==> src/rtl/sil_pkg.sv <==
`timescale 1ns / 1ps

package sil_pkg;

  localparam int SIL_CAPACITY = 64;
  localparam int RIDX_W       = 10;

  localparam logic [2:0] MODE_INSERT = 3'd0;
  localparam logic [2:0] MODE_REMOVE = 3'd1;
  localparam logic [2:0] MODE_UPDATE = 3'd2;
  localparam logic [2:0] MODE_READ   = 3'd3;
  localparam logic [2:0] MODE_CLEAR  = 3'd4;

  localparam logic [2:0] STAT_OK        = 3'd0;
  localparam logic [2:0] STAT_FULL      = 3'd1;
  localparam logic [2:0] STAT_NOT_FOUND = 3'd2;
  localparam logic [2:0] STAT_RANGE     = 3'd3;
  localparam logic [2:0] STAT_DUP       = 3'd4;

  typedef struct packed {
    logic [2:0]        mode;
    logic [15:0]       handle;
    logic [47:0]       start_time;
    logic [47:0]       end_time;
    logic [RIDX_W-1:0] read_index;
  } req_t;

  typedef struct packed {
    logic [2:0]  status;
    logic [6:0]  position;
    logic [15:0] out_handle;
    logic [47:0] out_start;
    logic [47:0] out_end;
    logic [6:0]  count;
  } rsp_t;

  typedef struct packed {
    logic [15:0] handle;
    logic [47:0] start_time;
    logic [47:0] end_time;
  } entry_t;

  typedef enum logic [1:0] {
    MV_NONE,
    MV_INSERT,
    MV_REMOVE,
    MV_UPDATE
  } move_t;

  typedef struct packed {
    logic  apply;
    move_t op;
  } cell_ctl_t;

  typedef struct packed {
    logic match;
    logic ahead;
    logic sel;
  } cell_flags_t;

endpackage

==> src/rtl/sil_cell.sv <==
`timescale 1ns / 1ps

module sil_cell #(
  parameter int CW    = 7,
  parameter int INDEX = 0
) (
  input  logic                        clk,
  input  logic                        capture,
  input  sil_pkg::entry_t             probe,
  input  logic [sil_pkg::RIDX_W-1:0]  read_index,
  input  logic [CW-1:0]               count,
  input  sil_pkg::cell_ctl_t          ctl,
  input  logic [CW-1:0]               f_idx,
  input  logic [CW-1:0]               k_idx,
  input  sil_pkg::entry_t             new_ent,
  input  sil_pkg::entry_t             prev_ent,
  input  sil_pkg::entry_t             next_ent,
  input  logic                        prev_before,
  output sil_pkg::entry_t             ent,
  output sil_pkg::cell_flags_t        flags,
  output logic                        ins_mark
);
  import sil_pkg::*;

  localparam logic [CW-1:0]     MY_IDX    = CW'(INDEX);
  localparam logic [CW-1:0]     MY_IDX_P1 = CW'(INDEX + 1);
  localparam logic [RIDX_W-1:0] MY_RIDX   = RIDX_W'(INDEX);

  logic   occ;
  logic   key_before;
  entry_t ent_next;

  assign occ        = MY_IDX < count;
  assign key_before = (probe.start_time < ent.start_time) ||
                      ((probe.start_time == ent.start_time) &&
                       (probe.end_time > ent.end_time));

  always_ff @(posedge clk) begin
    if (capture) begin
      flags.match <= occ && (ent.handle == probe.handle);
      flags.ahead <= occ && key_before;
      flags.sel   <= occ && (read_index == MY_RIDX);
    end
  end

  // first cell whose key follows the new one
  assign ins_mark = flags.ahead && !prev_before;

  always_comb begin
    ent_next = ent;
    if (ctl.apply) begin
      unique case (ctl.op)
        MV_INSERT: begin
          if (MY_IDX == k_idx) begin
            ent_next = new_ent;
          end else if (MY_IDX > k_idx) begin
            ent_next = prev_ent;
          end
        end
        MV_REMOVE: begin
          if (MY_IDX >= f_idx) begin
            ent_next = next_ent;
          end
        end
        MV_UPDATE: begin
          if (f_idx < k_idx) begin
            if (MY_IDX_P1 == k_idx) begin
              ent_next = new_ent;
            end else if ((MY_IDX >= f_idx) && (MY_IDX_P1 < k_idx)) begin
              ent_next = next_ent;
            end
          end else begin
            if (MY_IDX == k_idx) begin
              ent_next = new_ent;
            end else if ((MY_IDX > k_idx) && (MY_IDX <= f_idx)) begin
              ent_next = prev_ent;
            end
          end
        end
        default: ent_next = ent;
      endcase
    end
  end

  always_ff @(posedge clk) begin
    ent <= ent_next;
  end

endmodule

==> config.mk <==
export PLATFORM = sky130hd
export DESIGN_NAME = sil_cell
export DESIGN_NICKNAME = d
export VERILOG_FILES = /design/src/rtl/sil_pkg.sv /design/src/rtl/sil_cell.sv
export SDC_FILE = /design/constraint.sdc
export NUM_CORES = 1
export LEC_CHECK = 0
export BUFFER_PORTS_ARGS = -buffer_cell sky130_fd_sc_hd__clkbuf_2
export CORE_AREA = 3 3 234 236
export DETAILED_ROUTE_END_ITERATION = 12
export DIE_AREA = 0 0 237 239
export PLACE_DENSITY = 0.45
export SLEW_MARGIN = 10
export SYNTH_ARGS = -nofsm -noshare
export SYNTH_HDL_FRONTEND = slang
export SYNTH_SLANG_ARGS = --single-unit
==> constraint.sdc <==
create_clock -name clk -period 8.98 [get_ports clk]
set_input_delay 1.796 -clock clk [delete_from_list [all_inputs] [get_ports clk]]
set_output_delay 1.796 -clock clk [all_outputs]
set_load 0.05 [all_outputs]
==> results of run 1 <==
-- flip-flops by register name (all words and copies together) (netlist names) --
signal	count
ent	112
flags	3
-- logic make-up after synthesis --
group           after synthesis  synth area share, %
compound gates              421                22.16
buf+inv                     189                6.667
mux                         224                22.59
fa+ha+maj                   102                11.43
xor+xnor                     17                1.333
simple gates                102                4.886
flops                       115                30.93
-- stage by stage --
step           instances  utilization (%)  area, µm²  hold WS, ns  worst slack [ns]
3_3_place_gp        2383            28.16      14830       0.8615             3.035
2_1_floorplan       1170                -      11170        1.009             2.941
4_1_cts             2414            29.29      15420       0.8837             3.551
5_1_grt             2417            29.30      15430       0.9086             3.360
3_5_place_dp        2383            28.16      14830       0.8663             3.028
6_report            2418            29.31      15430       0.8958             3.601
-- path summary, 6_finish.rpt --
path              startpoint  cells past startpoint        to
setup / recovery    f_idx[5]                     10  ent[106]
hold / removal      ent[109]                      4  flags[2]
setup reg to reg     ent[34]                      8  flags[1]
hold reg to reg     ent[109]                      4  flags[2]
-- synth_stat cells --
master	number	share of area, %
o311ai_0	1	0.078
o21ai_0	12	0.54
nor3_1	5	0.22
xnor2_1	4	0.31
o31ai_1	1	0.067
inv_1	103	3.5
and4_1	2	0.16
xor2_1	13	1.0
nand3_1	14	0.63
clkbuf_1	51	1.7
buf_1	7	0.24
mux2_2	224	23
nor4b_1	1	0.078
edfxtp_1	115	31
or4_1	3	0.20
a31oi_1	1	0.056
nand2_1	23	0.77
nor4_2	1	0.11
buf_2	28	1.3
a21boi_0	3	0.20
nand4_1	21	1.2
o21bai_1	3	0.20
and3_1	1	0.056
nand2b_1	3	0.17
a21oi_1	155	6.9
o211ai_1	4	0.27
and4b_1	1	0.090
a211oi_2	1	0.11
a211oi_1	3	0.20
nor2_1	13	0.44
a21o_1	8	0.54
a41o_1	1	0.090
a2111oi_0	4	0.31
nor4_1	9	0.50
nor2b_1	4	0.22
ha_1	102	11
or2_2	1	0.056
o22ai_1	224	13
-- where the power goes --
group | leakage, nW | switching [mW] | total [mW] | internal (mW)
clock | 0.294 | 0.271 | 0.725 | 0.454
combinational | 5.58 | 0.246 | 0.459 | 0.213
sequential | 1.06 | 0.00245 | 0.607 | 0.605
-- layout make-up --
| cell class | instances | area (µm²) |
|---|---|---|
| Fill cell | 5618 | 37220 |
| Clock inverter | 14 | 168.9 |
| Timing Repair Buffer | 611 | 3103 |
| Multi-Input combinational cell | 866 | 7024 |
| Antenna cell | 4 | 10.01 |
| Inverter | 103 | 386.6 |
| Clock buffer | 17 | 425.4 |
| Tap cell | 688 | 860.8 |
| Sequential cell | 115 | 3453 |
-- metal layers --
layer / wire [µm] / vias to the layer above
met4: 1856 / 2
met3: 3252 / 96
met5: 13 / -
met2: 26590 / 518
li1: - / 5671
met1: 22510 / 5845
-- worst register-to-register path, cell delays in order (launching register included) --
cell and delay, ns:
edfxtp_1 0.51, inv_1 0.16, ha_1 0.36, nand4_1 0.11, or4_1 0.49, nor4_1 0.87
nand3_1 0.36, nand4_1 0.19, o21ai_0 0.08
==> impl_metrics.yaml, run 1 <==
outcome:
  status: "finished, final reports clean"
sta:
  fmax_mhz: 185.9
  fin_crit_sh_pct: 59.90
  fin_worst_skew_ns: 0.009584
  rsz0062_at_grt: "no"
  hold_viol_final: 0
  fin_crit_ns: 5.379
  setup_viol: 0
  timing.slew.headroom_pct: 29.94
  slew_viol_final: 0
  worstMarginPinSlew_ns: 1.041
  tns_ns: 0
clock_tree:
  clock-sinks: 115
  path_clk_slew_ns: 0.06
  cts_tree: "built"
  postCtsSetupBuffers: 0
  clock_path_buffers: 2
  cts_resized: 0
  ctsHtreeMaxLevel: 4
  clock_latency_ns: 0.47
  cts_buffers: 17
  root_buffer: "clkbuf_16"
  hold_buffers: 0
drt:
  first_iter_violations: 708
  num_vias: 12130
  antenna_left: 0
  drcViolationCount: 0
  drtPass1Iterations: 6
  totalWireLength_um: 54230
  wl_per_cell_um: 22.43
  vias_per_cell: 5.017
power:
  ir_drop_v: 0.0001576
  p_per_area_nw_per_um2: 116.1
  p_total_mw: 1.792
  leakage_nw: 6.938
floorplan:
  coreArea_um2: 52660
  num_rows: 84
  die_area_um2: 56640
  io-pin-count: 601
  initial_core_util_pct: 21.21
  die_y_um: 239
  dieWidth_um: 237
finish:
  final_cell_mix: "clkbuf_2 (598), mux2_2 (224), o22ai_1 (224), a21oi_1 (155), edfxtp_1 (115)"
  layout_commonest_cell: "clkbuf_2"
  area_delta_synth_final_pct: 38.21
  fin_nets: 2301
  drive_gt1_share_pct: 50.52
critical_path:
  cpPeakStageDelay_ns: 0.77
  crit_chain: "clkbuf_2, ha_1, a21oi_1, o21ai_0, a211oi_4, buf_4, nand2_4, xor2_1, a41o_4, buf_12"
  crit_family: "compound AO/OA/AOI/OAI gates"
  critPathMaxFanout: 57
  cp-start-kind: "primary input"
  critical_path_class: "in2reg"
  path_buf_inv: 3
  crit_path_top_delay_cell: "a41o_4"
  critPathRequiredTime_ns: 9.11
  r2r_setup_slack_ns: 5.56
  end_kind: "flip-flop"
  critPathArrivalTime_ns: 5.51
place:
  gp_congestion: 0.9050
  hpwlAfterDp_um: 43290
  port_buffers: 600
global_routing:
  grt_pass1_wl_um: 78070
  gr-usage-met2_pct: 31.30
  grt_use_met3_pct: 3.888
  busiest_layer: "met2"
  grt_overflow: 0
  grt_pass1_vias: 12380
  gr-usage-met1_pct: 22.36
  antenna_found_initial: 4
  grt_usage_pct: 18.39
  grt_max_degree: 62
hold_path:
  min_path_type: "reg2reg"
synth:
  ys_ff_latch: 115
  synthDistinctLibCells: 38
  ys_seq_area_share_pct: 30.93
  yosys_warnings: 0
  synth_fp_nets: 1757
  synth_area_um2: 11170
  avgSynthCellArea_um2: 9.543
  synthCells: 1170
job:
  drv_cap: 0
Power figures use the tool's default switching activity.
==> run 2, diff against run 1 <==
==> constraint.sdc (replaced) <==
create_clock -name clk -period 5.1 [get_ports clk]
set_input_delay 1.02 -clock clk [delete_from_list [all_inputs] [get_ports clk]]
set_output_delay 1.02 -clock clk [all_outputs]
set_load 0.05 [all_outputs]
==> impl_metrics.yaml, run 2 (synthesis gave the netlist of run 1 again) <==
hold_path:
  hold_start: "capture"
  min_to: "flags[0]"
  holdPathStages: 1
  min_path_type: "in2reg"
sta:
  hold_viol_final: 0
  slew_viol_final: 0
  worstMarginPinSlew_ns: 0.9031
  fmax_mhz: 291.3
  rsz0062_at_grt: "no"
  timing.slew.headroom_pct: 39.24
  fin_crit_ns: 3.433
  fin_worst_skew_ns: 0.01304
  fin_ws_ns: 1.667
  tns_ns: 0
  fin_crit_sh_pct: 67.31
  setup_viol: 0
floorplan:
  num_rows: 84
  dieWidth_um: 237
  die_area_um2: 56640
  io-pin-count: 601
  initial_core_util_pct: 21.21
  coreArea_um2: 52660
  die_y_um: 239
critical_path:
  critPathRequiredTime_ns: 5.25
  cp-start-kind: "primary input"
  r2r_start: "ent[22]"
  critical_path_class: "in2reg"
  r2r_setup_slack_ns: 1.84
  critPathArrivalTime_ns: 3.58
  r2r_cells: 8
  critPathMaxFanout: 42
  worstReg2RegEnd: "flags[1]"
  end_kind: "flip-flop"
outcome:
  status: "finished, final reports clean"
global_routing:
  grt_usage_pct: 17.98
  antenna_found_initial: 2
  grt_overflow: 0
  grt_pass1_vias: 12390
  grt_pass1_wl_um: 76540
  grt_max_degree: 108
drt:
  antenna_left: 0
  num_vias: 11960
  first_iter_violations: 533
  wl_per_cell_um: 21.91
  drcViolationCount: 0
  totalWireLength_um: 53080
  vias_per_cell: 4.934
  drtPass1Iterations: 5
place:
  hpwlAfterDp_um: 42620
  pre_cts_ws_ns: 1.156
  port_buffers: 600
  gp_congestion: 0.9057
clock_tree:
  root_buffer: "clkbuf_16"
  postCtsSetupBuffers: 0
  ctsHtreeMaxLevel: 4
  cts_resized: 0
  path_clk_slew_ns: 0.06
  clock-sinks: 115
  hold_buffers: 0
  cts_tree: "built"
  clock_latency_ns: 0.47
  cts_buffers: 17
  clock_path_buffers: 2
power:
  p_total_mw: 3.153
  leakage_nw: 6.992
  ir_drop_v: 0.0002458
  p_per_area_nw_per_um2: 202.7
finish:
  final_cell_mix: "clkbuf_2 (598), mux2_2 (224), o22ai_1 (224), a21oi_1 (155), edfxtp_1 (115)"
  fill_cells: 5643
  drive_gt1_share_pct: 50.66
  area_delta_synth_final_pct: 39.31
  layout_commonest_cell: "clkbuf_2"
  fin_nets: 2308
  reg.largest.list: "ent: 112 flops, flags: 3 flops"
  top_register: "ent"
  largest_reg_flops: 112
job:
  drv_cap: 0
-- run 2: changes by cell type in the layout (fill, tap and decap cells not counted) --
cell	change
a2111oi_1	-1
a2111oi_0	+1
clkinvlp_4	+1
diode_2	-2
buf_4	+1
buf_12	+6
clkbuf_1	+1
clkinv_2	-2
-- run 2: worst max-delay path: stages --
cell	delay [ns]
clkbuf_2	0.09
inv_1	0.04
ha_1	0.27
a21o_1	0.16
a21o_1	0.20
a211oi_4	0.49
nand2_4	0.10
xor2_1	0.18
a41o_4	0.60
buf_12	0.32
-- run 2: worst max path at each step --
stage	cells past startpoint	from	to
3_5_place_dp	9	probe[17]	flags[1]
4_1_cts	8	ent[22]	flags[1]
3_3_place_gp	10	k_idx[5]	ent[18]
5_1_grt	10	k_idx[1]	ent[40]
2_1_floorplan	9	k_idx[1]	ent[0]
6_report	10	k_idx[1]	ent[14]
-- run 2: stage by stage --
step | instance area [µm²] | std cells | utilization, % | hold slack [ns]
after global routing | 15550 | 2421 | 29.53 | 0.8276
after detailed placement | 14950 | 2390 | 28.40 | 0.8827
after global placement | 14950 | 2390 | 28.40 | 0.8941
after floorplan | 11170 | 1170 | - | 1.009
after CTS | 15550 | 2421 | 29.53 | 0.8122
final | 15550 | 2423 | 29.54 | 0.8618
-- run 2: routing by layer --
layer / vias to the layer above / part of all wire [%] / global-route usage [%]
li1: 5675 / - / -
met1: 5708 / 40 / 20.81
met2: 493 / 51 / 32.20
met3: 80 / 6.0 / 4.176
met4: 0 / 2.9 / 6.725
met5: - / 0 / 0
-- run 2: final cells by class --
cell class | count | area (µm²) | area share, %
diodes | 2 | 5.005 | 0.03218
clock buffers | 18 | 429.2 | 2.759
clock inverters | 13 | 166.4 | 1.070
inverters | 103 | 386.6 | 2.486
multi-input cells | 866 | 7023 | 45.15
flip-flops and latches | 115 | 3453 | 22.20
well taps | 688 | 860.8 | 5.534
repair buffers | 618 | 3231 | 20.77
-- run 2: power breakdown --
| part | switching [mW] | internal, mW |
|---|---|---|
| Clock | 0.475 | 0.802 |
| Combinational | 0.428 | 0.380 |
| Sequential | 0.00436 | 1.06 |
==> run 3, diff against run 2 <==
==> constraint.sdc (replaced) <==
create_clock -name clk -period 3.4 [get_ports clk]
set_input_delay 0.68 -clock clk [delete_from_list [all_inputs] [get_ports clk]]
set_output_delay 0.68 -clock clk [all_outputs]
set_load 0.05 [all_outputs]
==> impl_metrics.yaml, run 3 (synthesis gave the netlist of run 1 again) <==
floorplan:
  coreArea_um2: 52660
  initial_core_util_pct: 21.21
  die_area_um2: 56640
  dieWidth_um: 237
  num_rows: 84
  die_y_um: 239
  io-pin-count: 601
sta:
  timing.slew.headroom_pct: 44.28
  fin_crit_sh_pct: 89.12
  hold_viol_final: 0
  fin_worst_skew_ns: 0.007987
  fin_crit_ns: 3.030
  slew_viol_final: 0
  tns_ns: 0
  worstMarginPinSlew_ns: 0.8282
  fmax_mhz: 330.0
  rsz0062_at_grt: "no"
  setup_viol: 0
clock_tree:
  hold_buffers: 0
  root_buffer: "clkbuf_16"
  ctsHtreeMaxLevel: 4
  cts_tree: "built"
  postCtsSetupBuffers: 0
  path_clk_slew_ns: 0.06
  cts_resized: 0
  clock_path_buffers: 2
  clock_latency_ns: 0.44
  cts_buffers: 17
  clock-sinks: 115
critical_path:
  end_kind: "flip-flop"
  critPathRequiredTime_ns: 3.57
  r2r_setup_slack_ns: 0.37
  critical_path_class: "reg2reg"
  critPathMaxFanout: 3
  cp-start-kind: "flip-flop"
  critPathArrivalTime_ns: 3.20
global_routing:
  grt_overflow: 0
  grt_usage_pct: 18.49
  grt_max_degree: 59
  grt_pass1_vias: 12500
  grt_pass1_wl_um: 78980
  antenna_found_initial: 4
drt:
  vias_per_cell: 4.915
  first_iter_violations: 510
  antenna_left: 0
  drtPass1Iterations: 5
  wl_per_cell_um: 22.33
  totalWireLength_um: 54630
  num_vias: 12020
  drcViolationCount: 0
outcome:
  status: "finished, final reports clean"
place:
  place_area_um2: 15170
  hpwlAfterDp_um: 44190
  dp.cells: 2412
  gp_congestion: 0.8941
  port_buffers: 600
power:
  p_sw_share_pct: 29.48
  intPower_mw: 3.169
  power_frac_seq_pct: 35.7
  leakage_nw: 7.078
  p_clk_share_pct: 36.4
  p_sw_mw: 1.325
  ir_drop_v: 0.0003158
  pwr-share-comb_pct: 27.9
  p_per_area_nw_per_um2: 286.4
finish:
  fill_cells: 5674
  fin_nets: 2330
  final_cell_mix: "clkbuf_2 (598), mux2_2 (224), o22ai_1 (224), a21oi_1 (155), edfxtp_1 (115)"
  drive_gt1_share_pct: 50.94
  fin_area_um2: 15690
  area_delta_synth_final_pct: 40.50
  top_register: "ent"
  largest_reg_flops: 112
  reg.largest.list: "ent: 112 flops, flags: 3 flops"
  finalNonFillerCells: 2446
  layout_commonest_cell: "clkbuf_2"
job:
  drv_cap: 0
hold_path:
  min_path_type: "in2reg"
## run 3: worst paths after layout
check                 from        to  depth (start not counted)
setup / recovery   ent[47]  flags[1]                          8
setup reg to reg   ent[47]  flags[1]                          8
hold reg to reg   ent[102]  flags[2]                          3
hold / removal     capture  flags[2]                          1
## run 3: area by class of cell
class / count / area [µm²] / share of cell area, %
clock inverter: 10 / 67.56 / 0.4307
antenna: 3 / 7.507 / 0.04785
clock buffer: 21 / 440.4 / 2.807
inverter: 103 / 386.6 / 2.465
timing repair buffer: 640 / 3446 / 21.97
multi-input combinational: 866 / 7025 / 44.78
tap: 688 / 860.8 / 5.487
sequential: 115 / 3453 / 22.01
## run 3: worst max-delay path, stage by stage (launching register included)
cell and delay (ns):
edfxtp_1 0.38, inv_1 0.07, ha_1 0.31, nand4_1 0.17, or4_1 0.62, nor4_1 0.71
nand3_1 0.26, nand4_1 0.16, o21ai_0 0.08
## run 3: metrics by stage
stage / setup slack, ns / hold slack [ns] / total power [mW] / util (%)
2_1_floorplan: 0.1635 / 0.7925 / 2.309 / -
3_5_place_dp: -0.1361 / 0.8522 / 2.892 / 28.81
5_1_grt: 0.07947 / 0.5818 / 4.756 / 29.79
6_report: 0.3699 / 0.6016 / 4.493 / 29.79
3_3_place_gp: -0.06317 / 0.8375 / 2.875 / 28.81
4_1_cts: 0.02604 / 0.5784 / 4.576 / 29.78
## run 3: metal layers
layer / up-vias / GRT usage [%] / wire length, µm
li1: 5707 / - / -
met1: 5883 / 22.71 / 22930
met2: 385 / 33.28 / 28070
met3: 46 / 3.265 / 2623
met4: 0 / 4.856 / 1013
met5: - / 0 / 0
## run 3: power by group through the flow
stage / registers, mW / logic, mW / clock network, mW
after floorplan: 1.66 / 0.653 / 0
final: 1.60 / 1.25 / 1.64
after global placement: 1.63 / 1.24 / 0
after global routing: 1.60 / 1.39 / 1.76
after CTS: 1.60 / 1.27 / 1.71
after detailed placement: 1.63 / 1.26 / 0
